### src/hw/rtl/iorr_pkg.sv
package iorr_pkg;

   // default build
   localparam int WINDOW_DEF   = 32;
   localparam int SEQ_BITS_DEF = 16;
   localparam int TAG_BITS_DEF = 16;

   // fixed port widths
   localparam int PORT_SEQ_W = 16;
   localparam int PORT_TAG_W = 16;

   // result kinds
   localparam logic KIND_STATUS  = 1'b0;
   localparam logic KIND_RELEASE = 1'b1;

   // status codes
   localparam logic [1:0] ST_ACCEPT  = 2'd0;
   localparam logic [1:0] ST_CLOSED  = 2'd1;
   localparam logic [1:0] ST_DUP     = 2'd2;
   localparam logic [1:0] ST_OUTSIDE = 2'd3;

   // sequencer to slot store
   typedef struct packed {
      logic ins;   // store a new entry, set its flag
      logic rd;    // read entry at head
      logic rel;   // drop flag at head
   } slot_ctl_type;

endpackage

### src/hw/rtl/iorr_win_calc.sv
module iorr_win_calc #(
   parameter int WINDOW   = iorr_pkg::WINDOW_DEF,
   parameter int SEQ_BITS = iorr_pkg::SEQ_BITS_DEF,
   parameter int IDX_W    = $clog2(WINDOW)
) (
   input  logic [SEQ_BITS-1:0] seq,
   input  logic [SEQ_BITS-1:0] next_seq,
   input  logic [IDX_W-1:0]    head,
   output logic                in_window,
   output logic                dist_zero,
   output logic [IDX_W-1:0]    slot
);

   localparam int CW = (SEQ_BITS > 7) ? SEQ_BITS : 7;

   logic [SEQ_BITS-1:0] gap;
   logic [CW-1:0]       gap_w;
   logic [IDX_W:0]      sum;

   // distance modulo the sequence space
   assign gap       = seq - next_seq;
   assign gap_w     = CW'(gap);
   assign in_window = gap_w < CW'(WINDOW);
   assign dist_zero = (gap == '0);

   // ring position, one subtract of the window at most
   assign sum  = (IDX_W+1)'(head) + (IDX_W+1)'(IDX_W'(gap));
   assign slot = (sum >= (IDX_W+1)'(WINDOW)) ? IDX_W'(sum - (IDX_W+1)'(WINDOW))
                                            : IDX_W'(sum);

endmodule

### src/hw/rtl/iorr_slot_store.sv
module iorr_slot_store #(
   parameter int WINDOW   = iorr_pkg::WINDOW_DEF,
   parameter int TAG_BITS = iorr_pkg::TAG_BITS_DEF,
   parameter int IDX_W    = $clog2(WINDOW)
) (
   input  logic                 clock,
   input  logic                 reset,
   input  iorr_pkg::slot_ctl_type ctl,
   input  logic [IDX_W-1:0]     wr_idx,
   input  logic [TAG_BITS:0]    wr_entry,
   input  logic [IDX_W-1:0]     head_idx,
   input  logic [IDX_W-1:0]     nxt_idx,
   output logic                 wr_busy,
   output logic                 head_valid,
   output logic                 nxt_valid,
   output logic [TAG_BITS:0]    rd_entry
);

   logic [WINDOW-1:0] valid_ff;
   logic [WINDOW-1:0] valid_in;
   logic [TAG_BITS:0] ram [0:WINDOW-1];
   logic [TAG_BITS:0] rd_entry_ff;

   assign wr_busy    = valid_ff[wr_idx];
   assign head_valid = valid_ff[head_idx];
   assign nxt_valid  = valid_ff[nxt_idx];
   assign rd_entry   = rd_entry_ff;

   always_comb begin
      valid_in = valid_ff;
      if (ctl.ins) begin
         valid_in[wr_idx] = 1'b1;
      end
      if (ctl.rel) begin
         valid_in[head_idx] = 1'b0;
      end
   end

   always_ff @(posedge clock) begin
      if (reset) begin
         valid_ff <= '0;
      end else begin
         valid_ff <= valid_in;
      end
   end

   // entry memory: one write port, one registered read port
   always_ff @(posedge clock) begin
      if (ctl.ins) begin
         ram[wr_idx] <= wr_entry;
      end
      if (ctl.rd) begin
         rd_entry_ff <= ram[head_idx];
      end
   end

endmodule

### src/hw/rtl/in_order_response_release.sv
// The request is captured, then the check state loads the status result into the output
// register once it is free. Each release then reads the entry memory, then loads the output.
// Requests are refused (req_stall high) until the sequencer returns to idle.
// Reset (synchronous): clears slot flags, head, next sequence and closed state.
// Entry memory is not cleared; no entry is read before its flag is set.
module in_order_response_release #(
   parameter int WINDOW   = iorr_pkg::WINDOW_DEF,
   parameter int SEQ_BITS = iorr_pkg::SEQ_BITS_DEF,
   parameter int TAG_BITS = iorr_pkg::TAG_BITS_DEF
) (
   input  logic                            clock,
   input  logic                            reset,
   // request channel
   input  logic                            req_valid,
   output logic                            req_stall,
   input  logic [iorr_pkg::PORT_SEQ_W-1:0] req_seq_num,
   input  logic [iorr_pkg::PORT_TAG_W-1:0] req_payload_tag,
   input  logic                            req_close_after,
   // result channel
   output logic                            rsp_valid,
   input  logic                            rsp_stall,
   output logic                            rsp_item_kind,
   output logic [1:0]                      rsp_status_code,
   output logic [iorr_pkg::PORT_SEQ_W-1:0] rsp_out_seq,
   output logic [iorr_pkg::PORT_TAG_W-1:0] rsp_out_tag,
   output logic                            rsp_shutdown,
   output logic                            rsp_last
);

   localparam int IDX_W = $clog2(WINDOW);

   // sequencer states
   localparam logic [1:0] S_IDLE  = 2'd0;  // waiting for a request
   localparam logic [1:0] S_CHECK = 2'd1;  // classify, store, emit status
   localparam logic [1:0] S_READ  = 2'd2;  // read entry at head
   localparam logic [1:0] S_DATA  = 2'd3;  // emit release, advance head

   logic [1:0]          state_ff, state_in;
   logic [IDX_W-1:0]    head_ff, head_in;
   logic [SEQ_BITS-1:0] next_seq_ff, next_seq_in;
   logic                closed_ff, closed_in;

   // captured request
   logic [SEQ_BITS-1:0] cap_seq_ff, cap_seq_in;
   logic [TAG_BITS-1:0] cap_tag_ff, cap_tag_in;
   logic                cap_cls_ff, cap_cls_in;

   // output register
   logic                            out_valid_ff, out_valid_in;
   logic                            out_kind_ff, out_kind_in;
   logic [1:0]                      out_code_ff, out_code_in;
   logic [iorr_pkg::PORT_SEQ_W-1:0] out_seq_ff, out_seq_in;
   logic [iorr_pkg::PORT_TAG_W-1:0] out_tag_ff, out_tag_in;
   logic                            out_shut_ff, out_shut_in;
   logic                            out_last_ff, out_last_in;

   logic                   out_free;
   logic                   in_window;
   logic                   dist_zero;
   logic [IDX_W-1:0]       slot;
   logic [IDX_W-1:0]       nxt_idx;
   logic [IDX_W:0]         head_inc;
   logic                   wr_busy;
   logic                   head_valid;
   logic                   nxt_valid;
   logic [TAG_BITS:0]      rd_entry;
   iorr_pkg::slot_ctl_type ctl;

   // output register can take a result this cycle
   assign out_free = !out_valid_ff || !rsp_stall;

   // head + 1 around the ring
   assign head_inc = (IDX_W+1)'(head_ff) + (IDX_W+1)'(1);
   assign nxt_idx  = (head_inc == (IDX_W+1)'(WINDOW)) ? '0 : IDX_W'(head_inc);

   iorr_win_calc #(
      .WINDOW   (WINDOW),
      .SEQ_BITS (SEQ_BITS),
      .IDX_W    (IDX_W)
   ) u_win (
      .seq       (cap_seq_ff),
      .next_seq  (next_seq_ff),
      .head      (head_ff),
      .in_window (in_window),
      .dist_zero (dist_zero),
      .slot      (slot)
   );

   iorr_slot_store #(
      .WINDOW   (WINDOW),
      .TAG_BITS (TAG_BITS),
      .IDX_W    (IDX_W)
   ) u_store (
      .clock      (clock),
      .reset      (reset),
      .ctl        (ctl),
      .wr_idx     (slot),
      .wr_entry   ({cap_tag_ff, cap_cls_ff}),
      .head_idx   (head_ff),
      .nxt_idx    (nxt_idx),
      .wr_busy    (wr_busy),
      .head_valid (head_valid),
      .nxt_valid  (nxt_valid),
      .rd_entry   (rd_entry)
   );

   always_comb begin
      state_in     = state_ff;
      head_in      = head_ff;
      next_seq_in  = next_seq_ff;
      closed_in    = closed_ff;
      cap_seq_in   = cap_seq_ff;
      cap_tag_in   = cap_tag_ff;
      cap_cls_in   = cap_cls_ff;
      // a shown result stays until taken
      out_valid_in = out_valid_ff && rsp_stall;
      out_kind_in  = out_kind_ff;
      out_code_in  = out_code_ff;
      out_seq_in   = out_seq_ff;
      out_tag_in   = out_tag_ff;
      out_shut_in  = out_shut_ff;
      out_last_in  = out_last_ff;
      ctl          = '0;

      case (state_ff)
         S_IDLE: begin
            if (req_valid) begin
               cap_seq_in = SEQ_BITS'(req_seq_num);
               cap_tag_in = TAG_BITS'(req_payload_tag);
               cap_cls_in = req_close_after;
               state_in   = S_CHECK;
            end
         end
         S_CHECK: begin
            if (out_free) begin
               out_valid_in = 1'b1;
               out_kind_in  = iorr_pkg::KIND_STATUS;
               out_seq_in   = '0;
               out_tag_in   = '0;
               out_shut_in  = 1'b0;
               out_last_in  = 1'b1;
               state_in     = S_IDLE;
               if (closed_ff) begin
                  out_code_in = iorr_pkg::ST_CLOSED;
               end else if (!in_window) begin
                  out_code_in = iorr_pkg::ST_OUTSIDE;
               end else if (wr_busy) begin
                  out_code_in = iorr_pkg::ST_DUP;
               end else begin
                  // stored; head slot is empty at rest, so a release
                  // follows only when this request fills the head slot
                  out_code_in = iorr_pkg::ST_ACCEPT;
                  ctl.ins     = 1'b1;
                  out_last_in = !dist_zero;
                  if (dist_zero) begin
                     state_in = S_READ;
                  end
               end
            end
         end
         S_READ: begin
            ctl.rd   = 1'b1;
            state_in = S_DATA;
         end
         S_DATA: begin
            if (out_free) begin
               out_valid_in = 1'b1;
               out_kind_in  = iorr_pkg::KIND_RELEASE;
               out_code_in  = iorr_pkg::ST_ACCEPT;
               out_seq_in   = iorr_pkg::PORT_SEQ_W'(next_seq_ff);
               out_tag_in   = iorr_pkg::PORT_TAG_W'(rd_entry[TAG_BITS:1]);
               out_shut_in  = rd_entry[0];
               out_last_in  = rd_entry[0] || !nxt_valid;
               ctl.rel      = 1'b1;
               head_in      = nxt_idx;
               next_seq_in  = next_seq_ff + SEQ_BITS'(1);
               if (rd_entry[0]) begin
                  // close flag: latch closed, stop releasing
                  closed_in = 1'b1;
                  state_in  = S_IDLE;
               end else if (nxt_valid) begin
                  state_in = S_READ;
               end else begin
                  state_in = S_IDLE;
               end
            end
         end
         default: begin
            state_in = S_IDLE;
         end
      endcase
   end

   always_ff @(posedge clock) begin
      if (reset) begin
         state_ff     <= S_IDLE;
         head_ff      <= '0;
         next_seq_ff  <= '0;
         closed_ff    <= 1'b0;
         out_valid_ff <= 1'b0;
      end else begin
         state_ff     <= state_in;
         head_ff      <= head_in;
         next_seq_ff  <= next_seq_in;
         closed_ff    <= closed_in;
         out_valid_ff <= out_valid_in;
      end
   end

   // payload registers, no reset
   always_ff @(posedge clock) begin
      cap_seq_ff  <= cap_seq_in;
      cap_tag_ff  <= cap_tag_in;
      cap_cls_ff  <= cap_cls_in;
      out_kind_ff <= out_kind_in;
      out_code_ff <= out_code_in;
      out_seq_ff  <= out_seq_in;
      out_tag_ff  <= out_tag_in;
      out_shut_ff <= out_shut_in;
      out_last_ff <= out_last_in;
   end

   assign req_stall       = (state_ff != S_IDLE);
   assign rsp_valid       = out_valid_ff;
   assign rsp_item_kind   = out_kind_ff;
   assign rsp_status_code = out_code_ff;
   assign rsp_out_seq     = out_seq_ff;
   assign rsp_out_tag     = out_tag_ff;
   assign rsp_shutdown    = out_shut_ff;
   assign rsp_last        = out_last_ff;

   // head slot is empty whenever the sequencer rests on an open stream
   a_head_empty_at_rest: assert property (@(posedge clock) disable iff (reset)
      (state_ff == S_IDLE && !closed_ff) |-> !head_valid)
      else $error("head slot filled while idle");

   // a new entry never overwrites a filled slot
   a_no_overwrite: assert property (@(posedge clock) disable iff (reset)
      ctl.ins |-> !wr_busy)
      else $error("store into filled slot");

   // a release carrying the close flag leaves the stream closed
   a_close_latch: assert property (@(posedge clock) disable iff (reset)
      (ctl.rel && rd_entry[0]) |=> (closed_ff && state_ff == S_IDLE))
      else $error("stream not closed after shutdown release");

   // release results always carry the accepted code
   a_release_code: assert property (@(posedge clock) disable iff (reset)
      (rsp_valid && rsp_item_kind == iorr_pkg::KIND_RELEASE)
         |-> (rsp_status_code == iorr_pkg::ST_ACCEPT))
      else $error("release with non-accept code");

endmodule
### config.mk
export PLATFORM = sky130hd
export DESIGN_NAME = in_order_response_release
export DESIGN_NICKNAME = d
export VERILOG_FILES = /design/src/hw/rtl/iorr_pkg.sv /design/src/hw/rtl/iorr_win_calc.sv /design/src/hw/rtl/iorr_slot_store.sv /design/src/hw/rtl/in_order_response_release.sv
export SDC_FILE = /design/constraint.sdc
export NUM_CORES = 1
export LEC_CHECK = 0
export BUFFER_PORTS_ARGS = -buffer_cell sky130_fd_sc_hd__buf_2
export CORE_ASPECT_RATIO = 0.8
export CORE_UTILIZATION = 50
export DETAILED_ROUTE_END_ITERATION = 8
export GPL_TIMING_DRIVEN = 0
export PLACE_DENSITY_LB_ADDON = 0.05
export RECOVER_POWER = 100
export REMOVE_ABC_BUFFERS = 1
export SETUP_SLACK_MARGIN = 0.4
export SYNTH_ARGS = -nofsm -noshare
export SYNTH_HDL_FRONTEND = slang
export SYNTH_HIERARCHICAL = 1
export SYNTH_SLANG_ARGS = --single-unit
### constraint.sdc
create_clock -name clock -period 6.3 [get_ports clock]
set_input_delay 1.26 -clock clock [delete_from_list [all_inputs] [get_ports clock]]
set_output_delay 1.26 -clock clock [all_outputs]
set_load 0.05 [all_outputs]
==> results.py <==
metrics = {
    "sta": {
        "max_slew.worst_pin.slew_ns": 2.545,
        "final.min_clock_period_ns": 5.921,
        "hold_violations": 0,
        "clock.fmax_ghz": 0.1689,
        "setup_tns_ns": 0,
        "whs_ns": 0.5143,
        "rsz0062_at_grt": "yes",
        "period_share_pct": 93.99,
        "skew_ns": 0.02016,
        "maxSlewHeadroom_pct": -69.70,
        "finalSetupViolCount": 0,
        "drv_slew": 125,
    },
    "worst_setup_path": {
        "r2r_slack_ns": 0.38,
        "crit_type": "reg2reg",
        "start_kind": "flop",
        "rr_startpoint": "next_seq_ff[0]",
        "endpoint_kind": "flop",
        "r2r_cells": 18,
        "reg2reg_to": "u_store/ram[8][7]",
        "cp_max_fo": 11,
        "crit_required_ns": 6.55,
        "worstPathArrival_ns": 6.17,
    },
    "power": {
        "peakVddDrop_v": 0.0002125,
        "powerDensity_nw_per_um2": 290.1,
        "power.leakage_nw": 9.890,
    },
    "min_path": {
        "hold_path_depth": 2,
        "whs_endpoint": "u_store/valid_ff[14]",
        "hold_path_class": "reg2reg",
        "hp-start": "u_store/valid_ff[14]",
    },
    "logic_synthesis": {
        "netlist_area_um2": 27240,
        "syn_avg_cell_area_um2": 18.67,
        "synthCells": 1459,
        "yosys_warnings": 6,
    },
    "layout": {
        "final_util_pct": 58.94,
        "nets": 1680,
        "design_area_um2": 31720,
        "multi_input_area_um2": 6814,
        "stdcell_count": 2374,
        "drive_gt1_share_pct": 23.22,
        "register_area_um2": 20100,
        "nFillCells": 4008,
        "area_delta_synth_final_pct": 16.47,
    },
    "global_route": {
        "antenna_found_initial": 2,
        "grt_start_max_net_pins": 58,
        "grt-ovfl-total": 0,
        "grt_usage_pct": 26.25,
        "grt_pass1_wl_um": 102700,
        "grt_pass1_vias": 14380,
    },
    "drt": {
        "wl_um": 71780,
        "drc_errors": 0,
        "vias_per_cell": 6.275,
        "via_count": 14900,
        "drtPass1Iterations": 7,
        "drt_iter0_markers": 1529,
        "wl_met1_um": 31970,
        "wl_met2_um": 32780,
        "met3_length_um": 5098,
        "wl_per_cell_um": 30.23,
        "ant_nets": 0,
        "top_layer": "met5",
    },
    "placement": {
        "portBuffers": 75,
        "place_inst": 2200,
        "dpl_cell_area_um2": 29240,
        "place_hpwl_um": 41410,
        "gp_congestion": 0.8368,
    },
    "clock_network": {
        "cts_max_level": 3,
        "tritoncts": "yes",
        "clkSlewWorstSetupHoldPaths_ns": 0.06,
        "cts_hold_buffers": 0,
        "clockRootBuffer": "clkbuf_16",
        "clk_latency_ns": 0.62,
        "cts_num_sinks": 688,
        "cts_buffer_depth": 3,
        "cts_buffers": 68,
    },
    "outcome": {
        "failed_checks": "capacitance limit, slew limit",
        "status": "finished, violations left",
    },
    "job": {
        "drv_cap": 5,
    },
    "floorplanning": {
        "die_h_um": 210.8,
        "row_count": 76,
        "core_um2": 53820,
        "ios": 76,
        "die_area_um2": 55420,
        "start_util_pct": 50.61,
        "die_x_um": 262.9,
    },
}
==> critical path, cell delays in order, from the launching register on <==
cell      delay [ns]
dfxtp_1         0.39
ha_1            0.24
fa_1            0.50
inv_1           0.08
fa_2            0.37
a21o_1          0.19
a21oi_1         0.19
xor2_1          0.14
xnor2_2         0.38
or3b_2          0.34
o22ai_1         0.17
or4_1           0.56
nor2b_1         0.17
and2_0          0.24
nand2_1         0.08
nor2_1          0.34
or3b_4          0.56
nor2_4          0.16
clkbuf_2        0.45
==> cell usage in the layout, fill, tap and decap left out, types with 6 or more instances in the layout <==
cell	instances
edfxtp_1	631
clkinv_1	17
nand2_1	26
a21oi_1	28
nor2_1	82
buf_2	30
a211oi_1	36
clkinv_2	8
buf_16	21
clkbuf_16	69
o21ai_0	12
nand2b_1	6
clkbuf_2	6
a22oi_1	72
or4_1	8
nor2_4	19
clkbuf_1	70
xor2_1	11
mux2i_1	19
buf_4	17
inv_1	33
xnor2_1	12
dfxtp_1	54
buf_12	20
and3_1	34
nand4_1	23
mux4_2	141
nand3_1	15
buf_6	7
ha_1	21
nor3_1	8
==> how the worst max path moves through the flow <==
stage,from,endpoint,slack (ns),cells past startpoint
after floorplan,head_ff[0],u_store/ram[20][0],-4.01,15
after global placement,head_ff[0],u_store/ram[20][8],-9.23,12
after detailed placement,next_seq_ff[0],u_store/valid_ff[3],-0.11,19
after CTS,next_seq_ff[0],u_store/ram[31][8],0.31,18
after global routing,next_seq_ff[0],u_store/ram[8][5],0.14,18
final,next_seq_ff[0],u_store/ram[8][7],0.38,18
==> metrics by stage <==
stage	total power, mW	setup WS [ns]
6_report	9.204	0.3786
5_1_grt	9.453	0.1449
4_1_cts	9.264	0.3124
3_5_place_dp	5.384	-0.1112
3_3_place_gp	5.366	-9.231
2_1_floorplan	5.278	-4.008
==> power by group <==
group / switching, mW / internal, mW / leakage (nW)
clock network: 1.75 / 2.17 / 1.04
registers: 0.0659 / 5.02 / 6.16
logic: 0.150 / 0.0509 / 2.69
==> registers in the layout, indices dropped and copies added, names as in the netlist, 5 cells and up <==
register and count:
cap_seq_ff 16, cap_tag_ff 16, head_ff 5, next_seq_ff 16, rsp_out_seq 16, rsp_out_tag 16, u_store/ram 544, u_store/rd_entry 17
u_store/valid_ff 32
==> routing by layer <==
| metal | vias up | global-route usage (%) |
|---|---|---|
| met5 | - | 0 |
| met4 | 2 | 7.300 |
| met3 | 125 | 5.164 |
| met2 | 611 | 40.05 |
| met1 | 7851 | 38.85 |
| li1 | 6307 | - |
==> what timing repair did <==
action                                  CTS  global route
buffers inserted                         42            10
endpoints found under the setup margin  559           374
gates resized for setup                   6             4
pin swaps                                20             3
==> area by class of cell <==
| class | count | share of cell area [%] |
|---|---|---|
| inverters | 36 | 0.4260 |
| diodes | 1 | 0.007888 |
| multi-input cells | 660 | 21.48 |
| repair buffers | 166 | 5.285 |
| clock inverters | 35 | 0.9072 |
| clock buffers | 86 | 5.770 |
| flip-flops and latches | 688 | 63.35 |
| well taps | 702 | 2.769 |
No activity file was read; power rests on OpenSTA's default activity.
